$ cat src/hdl/assert_macros.svh
// Assertion macros used by the top level of the payload field extractor.
`ifndef ASSERT_MACROS_SVH
`define ASSERT_MACROS_SVH

// Same-cycle implication checked at every rising clock edge outside reset.
`define ASSERT_IMPL(label, clk, rst_n, ante, cons, msg) \
  label: assert property (@(posedge clk) disable iff (!rst_n) (ante) |-> (cons)) \
    else $error(msg);

// Next-cycle implication checked at every rising clock edge outside reset.
`define ASSERT_NEXT(label, clk, rst_n, ante, cons, msg) \
  label: assert property (@(posedge clk) disable iff (!rst_n) (ante) |=> (cons)) \
    else $error(msg);

`endif

$ cat src/hdl/apfe_pkg.sv
// Types and codes shared by the payload field extractor modules.
`default_nettype none

package apfe_pkg;

  typedef enum logic [1:0] {
    REQ_CLEAR,
    REQ_APPEND,
    REQ_EXTRACT,
    REQ_NONE
  } req_e;

  typedef enum logic [1:0] {
    FMT_UNSIGNED,
    FMT_SIGNMAG,
    FMT_TEXT,
    FMT_HEX
  } fmt_e;

  typedef enum logic [1:0] {
    STAT_OK,
    STAT_BEYOND,
    STAT_FULL
  } status_e;

  typedef enum logic [2:0] {
    ST_IDLE,
    ST_DECODE,
    ST_SHIFT,
    ST_ACK,
    ST_VALUE,
    ST_PAD
  } state_e;

  typedef enum logic [1:0] {
    OUT_NONE,
    OUT_ACK,
    OUT_VALUE,
    OUT_PAD
  } out_sel_e;

  typedef struct packed {
    logic [1:0] req_type;
    logic [7:0] payload_char;
    logic [9:0] bit_offset;
    logic [8:0] bit_count;
    logic [1:0] out_format;
  } in_beat_t;

  typedef struct packed {
    logic [63:0]        field_value;
    logic signed [31:0] signed_value;
    logic [6:0]         text_char;
    logic               last_flag;
    logic [1:0]         status;
  } out_beat_t;

  typedef struct packed {
    logic     latch;
    logic     decode;
    logic     shift;
    logic     next_chunk;
    out_sel_e out_sel;
  } cmd_t;

  typedef struct packed {
    req_e req;
    logic beyond;
    logic empty;
    logic chunked;
    logic stop;
    logic more;
    logic pad;
    logic out_free;
  } stat_t;

endpackage

`default_nettype wire

$ cat src/hdl/apfe_ctrl.sv
// Controller state machine that sequences decode, bit walking and result beats.
`default_nettype none

module apfe_ctrl (
  input  logic            clk_i,
  input  logic            rst_ni,
  input  logic            in_valid_i,
  output logic            in_ready_o,
  input  apfe_pkg::stat_t stat_i,
  output apfe_pkg::cmd_t  cmd_o
);

  apfe_pkg::state_e state_q, state_d;

  always_ff @(posedge clk_i or negedge rst_ni) begin
    if (!rst_ni) begin
      state_q <= apfe_pkg::ST_IDLE;
    end else begin
      state_q <= state_d;
    end
  end

  always_comb begin
    state_d = state_q;
    case (state_q)
      apfe_pkg::ST_IDLE: begin
        if (in_valid_i) state_d = apfe_pkg::ST_DECODE;
      end
      apfe_pkg::ST_DECODE: begin
        case (stat_i.req)
          apfe_pkg::REQ_CLEAR, apfe_pkg::REQ_APPEND: state_d = apfe_pkg::ST_ACK;
          apfe_pkg::REQ_EXTRACT: begin
            if (stat_i.beyond || stat_i.empty) state_d = apfe_pkg::ST_ACK;
            else state_d = apfe_pkg::ST_SHIFT;
          end
          default: state_d = apfe_pkg::ST_IDLE;
        endcase
      end
      apfe_pkg::ST_SHIFT: begin
        if (stat_i.stop) state_d = apfe_pkg::ST_VALUE;
      end
      apfe_pkg::ST_ACK: begin
        if (stat_i.out_free) state_d = apfe_pkg::ST_IDLE;
      end
      apfe_pkg::ST_VALUE: begin
        if (stat_i.out_free) begin
          if (!stat_i.chunked) state_d = apfe_pkg::ST_IDLE;
          else if (stat_i.more) state_d = apfe_pkg::ST_SHIFT;
          else if (stat_i.pad) state_d = apfe_pkg::ST_PAD;
          else state_d = apfe_pkg::ST_IDLE;
        end
      end
      apfe_pkg::ST_PAD: begin
        if (stat_i.out_free) state_d = apfe_pkg::ST_IDLE;
      end
      default: state_d = apfe_pkg::ST_IDLE;
    endcase
  end

  always_comb begin
    in_ready_o       = 1'b0;
    cmd_o            = '0;
    cmd_o.out_sel    = apfe_pkg::OUT_NONE;
    case (state_q)
      apfe_pkg::ST_IDLE: begin
        in_ready_o  = 1'b1;
        cmd_o.latch = in_valid_i;
      end
      apfe_pkg::ST_DECODE: begin
        cmd_o.decode = 1'b1;
      end
      apfe_pkg::ST_SHIFT: begin
        cmd_o.shift = !stat_i.stop;
      end
      apfe_pkg::ST_ACK: begin
        if (stat_i.out_free) cmd_o.out_sel = apfe_pkg::OUT_ACK;
      end
      apfe_pkg::ST_VALUE: begin
        if (stat_i.out_free) begin
          cmd_o.out_sel    = apfe_pkg::OUT_VALUE;
          cmd_o.next_chunk = stat_i.chunked && stat_i.more;
        end
      end
      apfe_pkg::ST_PAD: begin
        if (stat_i.out_free) cmd_o.out_sel = apfe_pkg::OUT_PAD;
      end
      default: begin
        in_ready_o = 1'b0;
      end
    endcase
  end

endmodule

`default_nettype wire

$ cat src/hdl/apfe_dpath.sv
// Datapath with the payload memory, bit walker, field formatter and output register.
`default_nettype none

module apfe_dpath #(
  parameter int MAX_CHARS      = 128,
  parameter int MAX_FIELD_BITS = 256
) (
  input  logic                clk_i,
  input  logic                rst_ni,
  input  apfe_pkg::in_beat_t  in_data_i,
  input  apfe_pkg::cmd_t      cmd_i,
  output apfe_pkg::stat_t     stat_o,
  output logic                out_valid_o,
  input  logic                out_ready_i,
  output apfe_pkg::out_beat_t out_data_o
);

  localparam int AW = (MAX_CHARS > 1) ? $clog2(MAX_CHARS) : 1;
  localparam int LW = $clog2(MAX_CHARS + 1);

  // Multiplying by 683 and dropping 12 bits is an exact divide by six for 10-bit offsets.
  localparam logic [19:0] RECIP_SIX = 20'd683;

  apfe_pkg::req_e    req_q;
  apfe_pkg::fmt_e    fmt_q;
  logic [7:0]        char_q;
  logic [9:0]        off_q;
  logic [8:0]        cnt_q;
  logic [8:0]        cnt_clamped;

  logic [LW-1:0]     len_q, len_d;
  logic [LW-1:0]     sidx_q, sidx_d;
  logic [2:0]        bpos_q, bpos_d;
  logic [8:0]        rem_q, rem_d;
  logic [2:0]        kcnt_q, kcnt_d;
  logic              nodd_q, nodd_d;
  logic [63:0]       acc_q, acc_d;
  apfe_pkg::status_e ack_q, ack_d;

  logic [5:0]        mem_q [MAX_CHARS];
  logic [5:0]        rdata_q;
  logic              wr_en;
  logic [5:0]        dearm;

  logic [19:0]       q_prod;
  logic [7:0]        sym_q;
  logic [9:0]        sym_base;
  logic [2:0]        sym_bit;
  logic              full;
  logic              bit_ok;
  logic              cur_bit;
  logic              chunked;
  logic [2:0]        chunk_len;
  logic [8:0]        rem_next;
  logic              more;
  logic              pad;

  logic [4:0]        sb_idx;
  logic [31:0]       sm_mask;
  logic [31:0]       sm_mag;
  logic              sm_ok;
  logic [31:0]       smag;
  logic [6:0]        text_conv;

  logic                out_valid_q;
  apfe_pkg::out_beat_t out_q, out_d;
  logic                out_free;

  assign cnt_clamped = (32'(in_data_i.bit_count) > 32'(MAX_FIELD_BITS)) ?
                       9'(MAX_FIELD_BITS) : in_data_i.bit_count;

  always_ff @(posedge clk_i) begin
    if (cmd_i.latch) begin
      req_q  <= apfe_pkg::req_e'(in_data_i.req_type);
      fmt_q  <= apfe_pkg::fmt_e'(in_data_i.out_format);
      char_q <= in_data_i.payload_char;
      off_q  <= in_data_i.bit_offset;
      cnt_q  <= cnt_clamped;
    end
  end

  assign q_prod   = 20'(off_q) * RECIP_SIX;
  assign sym_q    = q_prod[19:12];
  assign sym_base = 10'(sym_q) * 10'd6;
  assign sym_bit  = 3'(off_q - sym_base);

  assign full      = (len_q == LW'(MAX_CHARS));
  assign bit_ok    = (sidx_q < len_q);
  assign cur_bit   = rdata_q[3'd5 - bpos_q];
  assign chunked   = (fmt_q == apfe_pkg::FMT_TEXT) || (fmt_q == apfe_pkg::FMT_HEX);
  assign chunk_len = (fmt_q == apfe_pkg::FMT_TEXT) ? 3'd6 : 3'd4;
  assign rem_next  = (rem_q > 9'(chunk_len)) ? (rem_q - 9'(chunk_len)) : 9'd0;
  assign more      = (rem_next != 9'd0) && bit_ok;
  assign pad       = !more && (fmt_q == apfe_pkg::FMT_HEX) && !nodd_q;

  assign dearm = ((char_q >= 8'd48) && (char_q <= 8'd87)) ? 6'(char_q - 8'd48)
                                                          : 6'(char_q - 8'd56);
  assign wr_en = cmd_i.decode && (req_q == apfe_pkg::REQ_APPEND) && !full;

  always_comb begin
    len_d  = len_q;
    sidx_d = sidx_q;
    bpos_d = bpos_q;
    rem_d  = rem_q;
    kcnt_d = kcnt_q;
    nodd_d = nodd_q;
    acc_d  = acc_q;
    ack_d  = ack_q;
    if (cmd_i.decode) begin
      case (req_q)
        apfe_pkg::REQ_CLEAR: begin
          len_d = '0;
          ack_d = apfe_pkg::STAT_OK;
        end
        apfe_pkg::REQ_APPEND: begin
          if (full) begin
            ack_d = apfe_pkg::STAT_FULL;
          end else begin
            len_d = len_q + LW'(1);
            ack_d = apfe_pkg::STAT_OK;
          end
        end
        apfe_pkg::REQ_EXTRACT: begin
          ack_d  = stat_o.beyond ? apfe_pkg::STAT_BEYOND : apfe_pkg::STAT_OK;
          sidx_d = LW'(sym_q);
          bpos_d = sym_bit;
          rem_d  = cnt_q;
          kcnt_d = chunk_len;
          nodd_d = 1'b0;
          acc_d  = '0;
        end
        default: begin
          ack_d = ack_q;
        end
      endcase
    end
    if (cmd_i.shift) begin
      acc_d = {acc_q[62:0], cur_bit};
      if (chunked) kcnt_d = kcnt_q - 3'd1;
      else rem_d = rem_q - 9'd1;
      if (bpos_q == 3'd5) begin
        bpos_d = 3'd0;
        sidx_d = sidx_q + LW'(1);
      end else begin
        bpos_d = bpos_q + 3'd1;
      end
    end
    if (cmd_i.next_chunk) begin
      acc_d  = '0;
      kcnt_d = chunk_len;
      rem_d  = rem_next;
      nodd_d = !nodd_q;
    end
  end

  always_ff @(posedge clk_i or negedge rst_ni) begin
    if (!rst_ni) begin
      len_q <= '0;
    end else begin
      len_q <= len_d;
    end
  end

  always_ff @(posedge clk_i) begin
    sidx_q <= sidx_d;
    bpos_q <= bpos_d;
    rem_q  <= rem_d;
    kcnt_q <= kcnt_d;
    nodd_q <= nodd_d;
    acc_q  <= acc_d;
    ack_q  <= ack_d;
  end

  always_ff @(posedge clk_i) begin
    if (wr_en) mem_q[len_q[AW-1:0]] <= dearm;
    rdata_q <= mem_q[sidx_d[AW-1:0]];
  end

  assign sb_idx  = 5'(cnt_q - 9'd1);
  assign sm_mask = (32'd1 << sb_idx) - 32'd1;
  assign sm_mag  = acc_q[31:0] & sm_mask;
  assign sm_ok   = (cnt_q >= 9'd2) && (cnt_q <= 9'd32);
  assign smag    = !sm_ok ? 32'd0 : (acc_q[sb_idx] ? (32'd0 - sm_mag) : sm_mag);

  always_comb begin
    if (fmt_q == apfe_pkg::FMT_TEXT) begin
      text_conv = (acc_q[5:0] <= 6'd31) ? (7'(acc_q[5:0]) + 7'd64) : 7'(acc_q[5:0]);
    end else begin
      text_conv = (acc_q[3:0] < 4'd10) ? (7'd48 + 7'(acc_q[3:0]))
                                       : (7'd55 + 7'(acc_q[3:0]));
    end
  end

  always_comb begin
    out_d = '0;
    case (cmd_i.out_sel)
      apfe_pkg::OUT_ACK: begin
        out_d.last_flag = 1'b1;
        out_d.status    = ack_q;
      end
      apfe_pkg::OUT_VALUE: begin
        out_d.field_value  = acc_q;
        out_d.signed_value = (fmt_q == apfe_pkg::FMT_SIGNMAG) ? signed'(smag) : 32'sd0;
        out_d.text_char    = chunked ? text_conv : 7'd0;
        out_d.last_flag    = chunked ? (!more && !pad) : 1'b1;
        out_d.status       = apfe_pkg::STAT_OK;
      end
      apfe_pkg::OUT_PAD: begin
        out_d.text_char = 7'd48;
        out_d.last_flag = 1'b1;
      end
      default: begin
        out_d = '0;
      end
    endcase
  end

  assign out_free = !out_valid_q || out_ready_i;

  always_ff @(posedge clk_i or negedge rst_ni) begin
    if (!rst_ni) begin
      out_valid_q <= 1'b0;
    end else if (cmd_i.out_sel != apfe_pkg::OUT_NONE) begin
      out_valid_q <= 1'b1;
    end else if (out_ready_i) begin
      out_valid_q <= 1'b0;
    end
  end

  always_ff @(posedge clk_i) begin
    if (cmd_i.out_sel != apfe_pkg::OUT_NONE) out_q <= out_d;
  end

  assign out_valid_o = out_valid_q;
  assign out_data_o  = out_q;

  assign stat_o.req      = req_q;
  assign stat_o.beyond   = (32'(sym_q) >= 32'(len_q));
  assign stat_o.empty    = chunked && (cnt_q == 9'd0);
  assign stat_o.chunked  = chunked;
  assign stat_o.stop     = chunked ? ((kcnt_q == 3'd0) || !bit_ok)
                                   : ((rem_q == 9'd0) || !bit_ok);
  assign stat_o.more     = more;
  assign stat_o.pad      = pad;
  assign stat_o.out_free = out_free;

endmodule

`default_nettype wire

$ cat src/hdl/ais_payload_field_extractor.sv
// Top level of the AIS payload de-armoring and field extraction block.
// A clear or append request gives a single result beat. An extract walks
// the payload one bit per clock while shifting, out of a memory with a
// registered read port; text or hex output is cut into chunks (six-bit
// chunks for text, four-bit chunks for hex), each sent as its own result
// beat, and hex output with an odd digit count adds a beat for the pad
// digit. A stalled output holds the extract between chunks. A result beat
// may wait in the output register while the next request is accepted.
// The payload memory has no reset; only entries below the current payload
// length are used in a result.
`default_nettype none
`include "assert_macros.svh"

module ais_payload_field_extractor #(
  parameter int MAX_CHARS      = 128,
  parameter int MAX_FIELD_BITS = 256
) (
  input  logic                clk_i,
  input  logic                rst_ni,
  input  logic                in_valid_i,
  output logic                in_ready_o,
  input  apfe_pkg::in_beat_t  in_data_i,
  output logic                out_valid_o,
  input  logic                out_ready_i,
  output apfe_pkg::out_beat_t out_data_o
);

  apfe_pkg::cmd_t  ctrl_cmd;
  apfe_pkg::stat_t dp_stat;

  apfe_ctrl u_ctrl (
    .clk_i      (clk_i),
    .rst_ni     (rst_ni),
    .in_valid_i (in_valid_i),
    .in_ready_o (in_ready_o),
    .stat_i     (dp_stat),
    .cmd_o      (ctrl_cmd)
  );

  apfe_dpath #(
    .MAX_CHARS      (MAX_CHARS),
    .MAX_FIELD_BITS (MAX_FIELD_BITS)
  ) u_dpath (
    .clk_i       (clk_i),
    .rst_ni      (rst_ni),
    .in_data_i   (in_data_i),
    .cmd_i       (ctrl_cmd),
    .stat_o      (dp_stat),
    .out_valid_o (out_valid_o),
    .out_ready_i (out_ready_i),
    .out_data_o  (out_data_o)
  );

  `ASSERT_IMPL(a_load_when_free, clk_i, rst_ni, ctrl_cmd.out_sel != apfe_pkg::OUT_NONE, dp_stat.out_free, "result beat loaded over a waiting beat")
  `ASSERT_IMPL(a_shift_not_stopped, clk_i, rst_ni, ctrl_cmd.shift, !dp_stat.stop, "bit shifted after the field end")
  `ASSERT_IMPL(a_idle_no_shift, clk_i, rst_ni, in_ready_o, !ctrl_cmd.shift && !ctrl_cmd.next_chunk, "datapath busy while ready")
  `ASSERT_NEXT(a_busy_after_accept, clk_i, rst_ni, in_valid_i && in_ready_o, !in_ready_o && ctrl_cmd.decode, "request not decoded after accept")

endmodule

`default_nettype wire
$ cat config.mk
export PLATFORM = sky130hd
export DESIGN_NAME = ais_payload_field_extractor
export DESIGN_NICKNAME = d
export VERILOG_FILES = /design/src/hdl/apfe_pkg.sv /design/src/hdl/apfe_ctrl.sv /design/src/hdl/apfe_dpath.sv /design/src/hdl/ais_payload_field_extractor.sv
export VERILOG_INCLUDE_DIRS = /design/src /design/src/hdl
export SDC_FILE = /design/constraint.sdc
export NUM_CORES = 1
export LEC_CHECK = 0
export ABC_AREA = 1
export BUFFER_PORTS_ARGS = -buffer_cell sky130_fd_sc_hd__buf_4
export CAP_MARGIN = 20
export CORE_ASPECT_RATIO = 1.25
export CORE_UTILIZATION = 56
export CTS_BUF_LIST = sky130_fd_sc_hd__clkbuf_16
export DETAILED_ROUTE_END_ITERATION = 6
export GPL_TIMING_DRIVEN = 0
export PLACE_DENSITY_LB_ADDON = 0.08
export SYNTH_ARGS = -nofsm -noshare
export SYNTH_HDL_FRONTEND = slang
export SYNTH_SLANG_ARGS = --single-unit
$ cat constraint.sdc
create_clock -name clk_i -period 8.1 [get_ports clk_i]
set_clock_uncertainty 0.05 [all_clocks]
set_input_delay 1.215 -clock clk_i [delete_from_list [all_inputs] [get_ports clk_i]]
set_output_delay 1.215 -clock clk_i [all_outputs]
set_load 0.01 [all_outputs]
==> results of run 1 <==
-- report_power, final --
group | total [mW] | switching (mW) | internal [mW]
registers | 6.79 | 0.212 | 6.58
logic | 13.2 | 9.20 | 4.04
clock network | 4.74 | 2.00 | 2.74
-- per-layer routing --
layer,vias to the layer above,share of wire,GRT usage
met5,-,0,0
met4,0,0.070,0.2057
met3,422,0.074,0.04270
met2,1676,0.49,0.5486
met1,16659,0.36,0.3894
li1,16430,-,-
-- cell families after synthesis --
family	count (synthesis)
AOI/OAI and AO/OA	273
xor gates and xnor gates	25
adders and majority gates	123
buffers and inverters	609
DFF	1013
and+or+nand+nor	2499
-- worst paths after layout --
check | startpoint | endpoint | slack [ns] | cells past startpoint
worst max-delay path | u_dpath.off_q[0] | u_dpath.rdata_q[5] | 0.88 | 24
worst min-delay path | rst_ni | u_ctrl.state_q[0] | 0.34 | 1
worst max register to register | u_dpath.off_q[0] | u_dpath.rdata_q[5] | 0.88 | 24
worst min register to register | u_dpath.kcnt_q[2] | u_dpath.kcnt_q[2] | 0.45 | 2
max in group asynchronous | rst_ni | u_dpath.len_q[6] | 7.48 | 1
min in group clk_i | u_dpath.kcnt_q[2] | u_dpath.kcnt_q[2] | 0.45 | 2
-- flip-flops by register name, indices dropped and copies added (netlist names), 8 cells and up --
register,cells
u_dpath.mem_q,768
u_dpath.out_data_o,106
u_dpath.acc_q,64
u_dpath.off_q,10
u_dpath.cnt_q,9
u_dpath.rem_q,9
u_dpath.char_q,8
u_dpath.len_q,8
u_dpath.sidx_q,8
-- layout make-up --
cell class | count | area [µm²]
Fill cell | 6617 | 29230
Timing Repair Buffer | 182 | 1996
Inverter | 355 | 1335
Sequential cell | 1013 | 29460
Clock buffer | 99 | 2477
Clock inverter | 83 | 865.8
Tap cell | 1080 | 1351
Buffer | 254 | 1071
Multi-Input combinational cell | 2920 | 14900
-- through the flow --
step | setup TNS, ns | utilization | setup WS [ns] | hold WS [ns]
2_1_floorplan | -178.25 | - | -0.6963 | 0.4036
3_3_place_gp | -3805.24 | 0.5941 | -11.48 | 0.4209
5_1_grt | 0 | 0.6465 | 0.5730 | 0.3358
6_report | 0 | 0.6465 | 0.8772 | 0.3383
4_1_cts | 0 | 0.6465 | 0.9686 | 0.3172
3_5_place_dp | 0 | 0.6060 | 0.9871 | 0.4251
-- Yosys cell counts (all sizes together) --
| library cell | n |
|---|---|
| o31ai | 2 |
| a21o | 1 |
| clkbuf | 165 |
| or2 | 2 |
| o21bai | 2 |
| a211oi | 3 |
| ha | 101 |
| a31oi | 2 |
| o311ai | 4 |
| nor4 | 6 |
| a21oi | 73 |
| a21boi | 2 |
| o2111ai | 2 |
| nand2 | 885 |
| o31a | 1 |
| a22o | 1 |
| edfxtp | 911 |
| a211o | 1 |
| dfrtp | 12 |
| o211ai | 10 |
| nand4 | 20 |
| and3 | 1 |
| dfxtp | 90 |
| nor3b | 2 |
| nand3b | 17 |
| clkinv | 4 |
| xor2 | 18 |
| inv | 351 |
| nor2 | 376 |
| o21ai | 91 |
| xnor2 | 7 |
| o22ai | 67 |
| and2 | 3 |
| buf | 89 |
| a2111oi | 2 |
| nand3 | 1166 |
| o221ai | 3 |
| fa | 22 |
| nor3 | 21 |
| o21a | 6 |
==> impl_metrics.ini, run 1 <==
[clock_tree]
post-cts-setup-buffers = 0
h-tree-depth = 3
clock-sinks = 1013
ctsHoldBuffers = 0
post_cts_resized = 0
clkTransAtPathRegs_ns = 0.07
clk_path_buf_depth = 3
cts_root_buf = clkbuf_16
cts_made_buffers = 97
insertion_delay_ns = 0.68
cts_tree = yes

[sta]
drv_slew = 0
min_period_ns = 7.223
fin_crit_sh = 0.8917
max_slew_margin = 0.2686
rsz0062_at_grt = false
final-setup-viol-count = 0
fmax_mhz = 138.5
tightest_slew_ns = 1.086
hold_viol = 0

[yosys]
synthMuxAreaShare = 0
synth.area.top_cells = edfxtp_1, nand3_1, nand2_1, dfxtp_1, nor2_1
synth_top_area_cell = edfxtp_1
ys.warnings.count = 0
synth.top_cell.area_share = 0.5858
yosysSeqAreaShare = 0.6308
syn_nets = 4700
synth_top_family_by_area = simple AND/OR/NAND/NOR gates
yosys.area_share.simple = 0.2425
synthAdderAreaFrac = 0.03649
postSynthCellCount = 4542
syn_avg_cell_area_um2 = 10.28
synth_area_um2 = 46700
synth-compound-area-share = 0.03378
synth_cell_types = 58
synthXorXnorAreaFrac = 0.005010
synth_seq_cells = 1013

[die]
coreArea_um2 = 82680
initial_core_util = 0.5648
die_x_um = 260.3
die_h_um = 324.9
row_count = 118
dieArea_um2 = 84560
io_pins = 143

[placement]
dpl-instance-area_um2 = 50110
port_buffers = 142
place_hpwl_um = 100600
place_inst = 5804
place_congestion = 0.9552

[detailed_routing]
routed_via_density = 5.878
drt_wl_total_um = 137500
wl_per_cell_um = 22.97
detail-route-antenna-nets = 0
drtIter0Drc = 3630
dr.pass1.iters = 6
remaining_drc_errors = 0
vias = 35187

[critical_path]
path_delay_family = adder cells
slowest_stage = clkbuf_1
crit_buf_inv = 4
max_stage_delay_ns = 0.76
cp_max_fo = 10
crit_type = flip-flop to flip-flop
crit_path_frequent_cell = nand3_1
crit_path_start_kind = flip-flop
crit_required_ns = 8.60
cp_cell_sequence = ha_1 > ha_1 > fa_1 > inv_1 > fa_1 > fa_1 > inv_1 > ha_1 > nand2_1 > nor2_1 > and2_1 > nand2_1 > nand3_1 > a21boi_0 > xor2_1 > nor2_1 > o22ai_1 > clkbuf_1 > clkbuf_1 > nand3_1 > nand3_1 > nand3_1 > nand3_1 > nand2_1
worst_ep_arrival_time_ns = 7.72
worstSetupEndpointType = flip-flop

[cells_and_area]
final_cell_mix = nand3_1, edfxtp_1, nand2_1
final_area_um2 = 53450
nets = 4981
final_common_cell = nand3_1
antennaDiodeCount = 0
layout-drive-gt1-share = 0.1001
area_delta_synth_final_pct = 14.45
final_cells = 5986

[power_and_ir_drop]
leakagePower_nw = 20.86
irDropWorstVdd_mv = 0.4276
fin_total_pwr_mw = 24.77
pwr_density_cell_nw_per_um2 = 463.4

[flow_run]
maxCapViolations = 0

[hold_path]
hold_path_class = primary input to async pin

[run_status]
status = completed

[grt]
grt_pass1_wl_um = 202200
gr-usage-all-layers = 0.3241
antenna_found_initial = 0
first_global_vias = 33346
grt-ovfl-total = 0
grt_max_degree = 79
Note: power is estimated with default switching activity, not from simulation.
==> run 2: changes to the inputs <==
--- a/config.mk
+++ b/config.mk
@@ -10,11 +10,12 @@
 export BUFFER_PORTS_ARGS = -buffer_cell sky130_fd_sc_hd__buf_4
 export CAP_MARGIN = 20
 export CORE_ASPECT_RATIO = 1.25
-export CORE_UTILIZATION = 56
+export CORE_UTILIZATION = 57
 export CTS_BUF_LIST = sky130_fd_sc_hd__clkbuf_16
 export DETAILED_ROUTE_END_ITERATION = 6
 export GPL_TIMING_DRIVEN = 0
 export PLACE_DENSITY_LB_ADDON = 0.08
 export SYNTH_ARGS = -nofsm -noshare
 export SYNTH_HDL_FRONTEND = slang
+export SYNTH_HIERARCHICAL = 1
 export SYNTH_SLANG_ARGS = --single-unit
==> run 2 against run 1 <==
Against the previous run:
- synthesized cell count up 10%
- cell area is 4.1% higher
- sequential power is 1% lower
- count of clock-buffer cells in the layout grew 2
- combinational power barely moved
- register-to-register slack worse by 0.45 ns
- fmax is 5.9% lower
- clock power grew 2%
==> impl_metrics.ini, run 2 <==
[critical_path]
worst_ep_arrival_time_ns = 8.17
worstSetupEndpointType = flip-flop
reg2reg_slack_ns = 0.43
r2r-start = u_dpath/off_q[0]
crit_type = flip-flop to flip-flop
crit_required_ns = 8.60
crit_path_start_kind = flip-flop
rr_worst_depth = 25
cp_max_fo = 10
r2r_end = u_dpath/rdata_q[3]

[grt]
grt-ovfl-total = 0
met2_usage = 0.5856
grt_max_degree = 81
grt_pass1_wl_um = 218400
gr-usage-all-layers = 0.3431
busiest_layer = met2
first_global_vias = 35855
grt_util_met1 = 0.3978
antenna_found_initial = 6
use_met3 = 0.05697

[die]
coreArea_um2 = 84420
io_pins = 143
dieArea_um2 = 86560
row_count = 119
die_x_um = 263.3
initial_core_util = 0.5765
die_h_um = 328.7

[detailed_routing]
vias = 37317
detail-route-antenna-nets = 0
wl_per_cell_um = 22.98
drt_wl_total_um = 148500
routed_via_density = 5.775
drtIter0Drc = 3906
dr.pass1.iters = 6
remaining_drc_errors = 0

[sta]
rsz0062_at_grt = false
final-setup-viol-count = 0
fmax_mhz = 130.3
hold_slack_ns = 0.3208
drv_slew = 0
max_slew_margin = 0.1990
fin_crit_sh = 0.9471
min_period_ns = 7.672
hold_viol = 0
tightest_slew_ns = 1.193

[yosys]
syn_avg_cell_area_um2 = 9.733
synth-edff-count = 911
synth_area_um2 = 48670
syn_nets = 5158
synth_seq_cells = 1013
ys.flop_type = edfxtp_1
postSynthCellCount = 5000
synth.top_cell.area_share = 0.5621
synth_cell_types = 58
synth_top_area_cell = edfxtp_1
ys_async_sr_fraction = 0.01185
yosysSeqAreaShare = 0.6053
ys.warnings.count = 6
ys_top_cells_by_count = nand2_1, edfxtp_1, nand3_1, inv_1, nor2_1
synth.area.top_cells = edfxtp_1, nand2_1, nand3_1, inv_1, dfxtp_1
synth.most_common_cell = nand2_1

[cells_and_area]
area_delta_synth_final_pct = 14.31
final_common_cell = nand2_1
final_area_um2 = 55630
final_cell_mix = nand2_1, edfxtp_1, nand3_1
fin_util = 0.6590
layout-drive-gt1-share = 0.09160
largest_register_ffs = 768
nets = 5446

[flow_run]
maxCapViolations = 0

[clock_tree]
insertion_delay_ns = 0.69
post_cts_resized = 0
ctsHoldBuffers = 0
clkTransAtPathRegs_ns = 0.07
post-cts-setup-buffers = 0
cts_tree = yes
clock-sinks = 1013
cts_made_buffers = 98
h-tree-depth = 3
cts_root_buf = clkbuf_16
clk_path_buf_depth = 3

[power_and_ir_drop]
irDropWorstVdd_mv = 0.4137
fin_total_pwr_mw = 25.11
leakagePower_nw = 22.51
pwr_density_cell_nw_per_um2 = 451.4

[placement]
port_buffers = 142
dpl-instance-area_um2 = 52200
place_congestion = 0.9580
place_hpwl_um = 111600

[run_status]
status = completed

[hold_path]
hold_path_class = primary input to async pin
==> run 2: cell count changes in the layout (fill, tap and decap cells not counted), sizes merged, moves of 19 or more <==
cell    before   now
nand2      885  1282
nand3     1166   896
nand3b      17   186
o22ai       67     3
clkbuf     264   283
a21oi       73   137
inv        368   523
==> run 2: worst max path at each step <==
stage / from / to / slack, ns / depth (start not counted)
floorplan: u_dpath/char_q[2] / u_dpath/mem_q[0][4] / -0.70 / 4
global placement: u_dpath/char_q[1] / u_dpath/mem_q[48][4] / -12.15 / 4
detailed placement: u_dpath/off_q[0] / u_dpath/rdata_q[2] / 0.74 / 25
CTS: u_dpath/off_q[0] / u_dpath/rdata_q[2] / 0.72 / 25
global route: u_dpath/off_q[2] / u_dpath/rdata_q[4] / 0.35 / 25
finish: u_dpath/off_q[0] / u_dpath/rdata_q[3] / 0.43 / 25
==> run 2: final cells by class <==
cell class,instances,area [µm²]
timing repair buffer,188,2117
antenna,2,5.005
clock inverter,82,902.1
multi-input combinational,3204,16200
clock buffer,101,2527
tap,1089,1363
fill,6761,28790
sequential,1013,29460
inverter,508,1909
buffer,275,1147
==> run 2: per-layer routing <==
metal | part of all wire | vias up
met3 | 0.085 | 483
met1 | 0.36 | 17509
met5 | 0.00026 | -
met4 | 0.074 | 6
met2 | 0.48 | 1798
li1 | - | 17521
==> run 2: logic make-up (layout without fill, tap and decap cells) <==
family / Yosys count / in the layout / synth area share
compound gates: 282 / 282 / 0.03255
xor+xnor: 20 / 20 / 0.003754
fa+ha+maj: 123 / 123 / 0.03502
buf+inv: 783 / 1154 / 0.06273
flops: 1013 / 1013 / 0.6053
other cells: 0 / 2 / 0
simple gates: 2779 / 2779 / 0.2606
==> run 2: critical path, cell delays in order, from the launching register on <==
cell and delay, ns:
edfxtp_1 0.55, ha_1 0.43, ha_1 0.31, fa_1 0.48, inv_1 0.05, fa_1 0.47, fa_1 0.52, inv_1 0.04
ha_1 0.32, nand2_1 0.08, nand2_1 0.06, o21bai_1 0.17, a21oi_1 0.20, nand3b_1 0.15, nand3_1 0.22, nand2_1 0.07
o21ai_1 0.63, clkbuf_1 0.82, clkbuf_1 0.82, nand3_1 0.26, nand3_1 0.14, nand3_1 0.21, nand3_1 0.19, nand2_1 0.07
nand2_1 0.07, nand2_1 0.13
==> run 2: through the flow <==
step           setup slack (ns)  setup TNS (ns)  cells
2_1_floorplan           -0.6963         -178.25   5000
3_3_place_gp             -12.15        -4016.74   6231
3_5_place_dp             0.7359               0   6277
4_1_cts                  0.7176               0   6460
5_1_grt                  0.3501               0   6460
6_report                 0.4282               0   6462
==> run 2: report_power, final <==
| group | leakage (nW) | switching, mW | internal [mW] |
|---|---|---|---|
| sequential | 9.12 | 0.198 | 6.52 |
| clock | 1.73 | 1.98 | 2.87 |
| combinational | 11.7 | 9.60 | 3.95 |
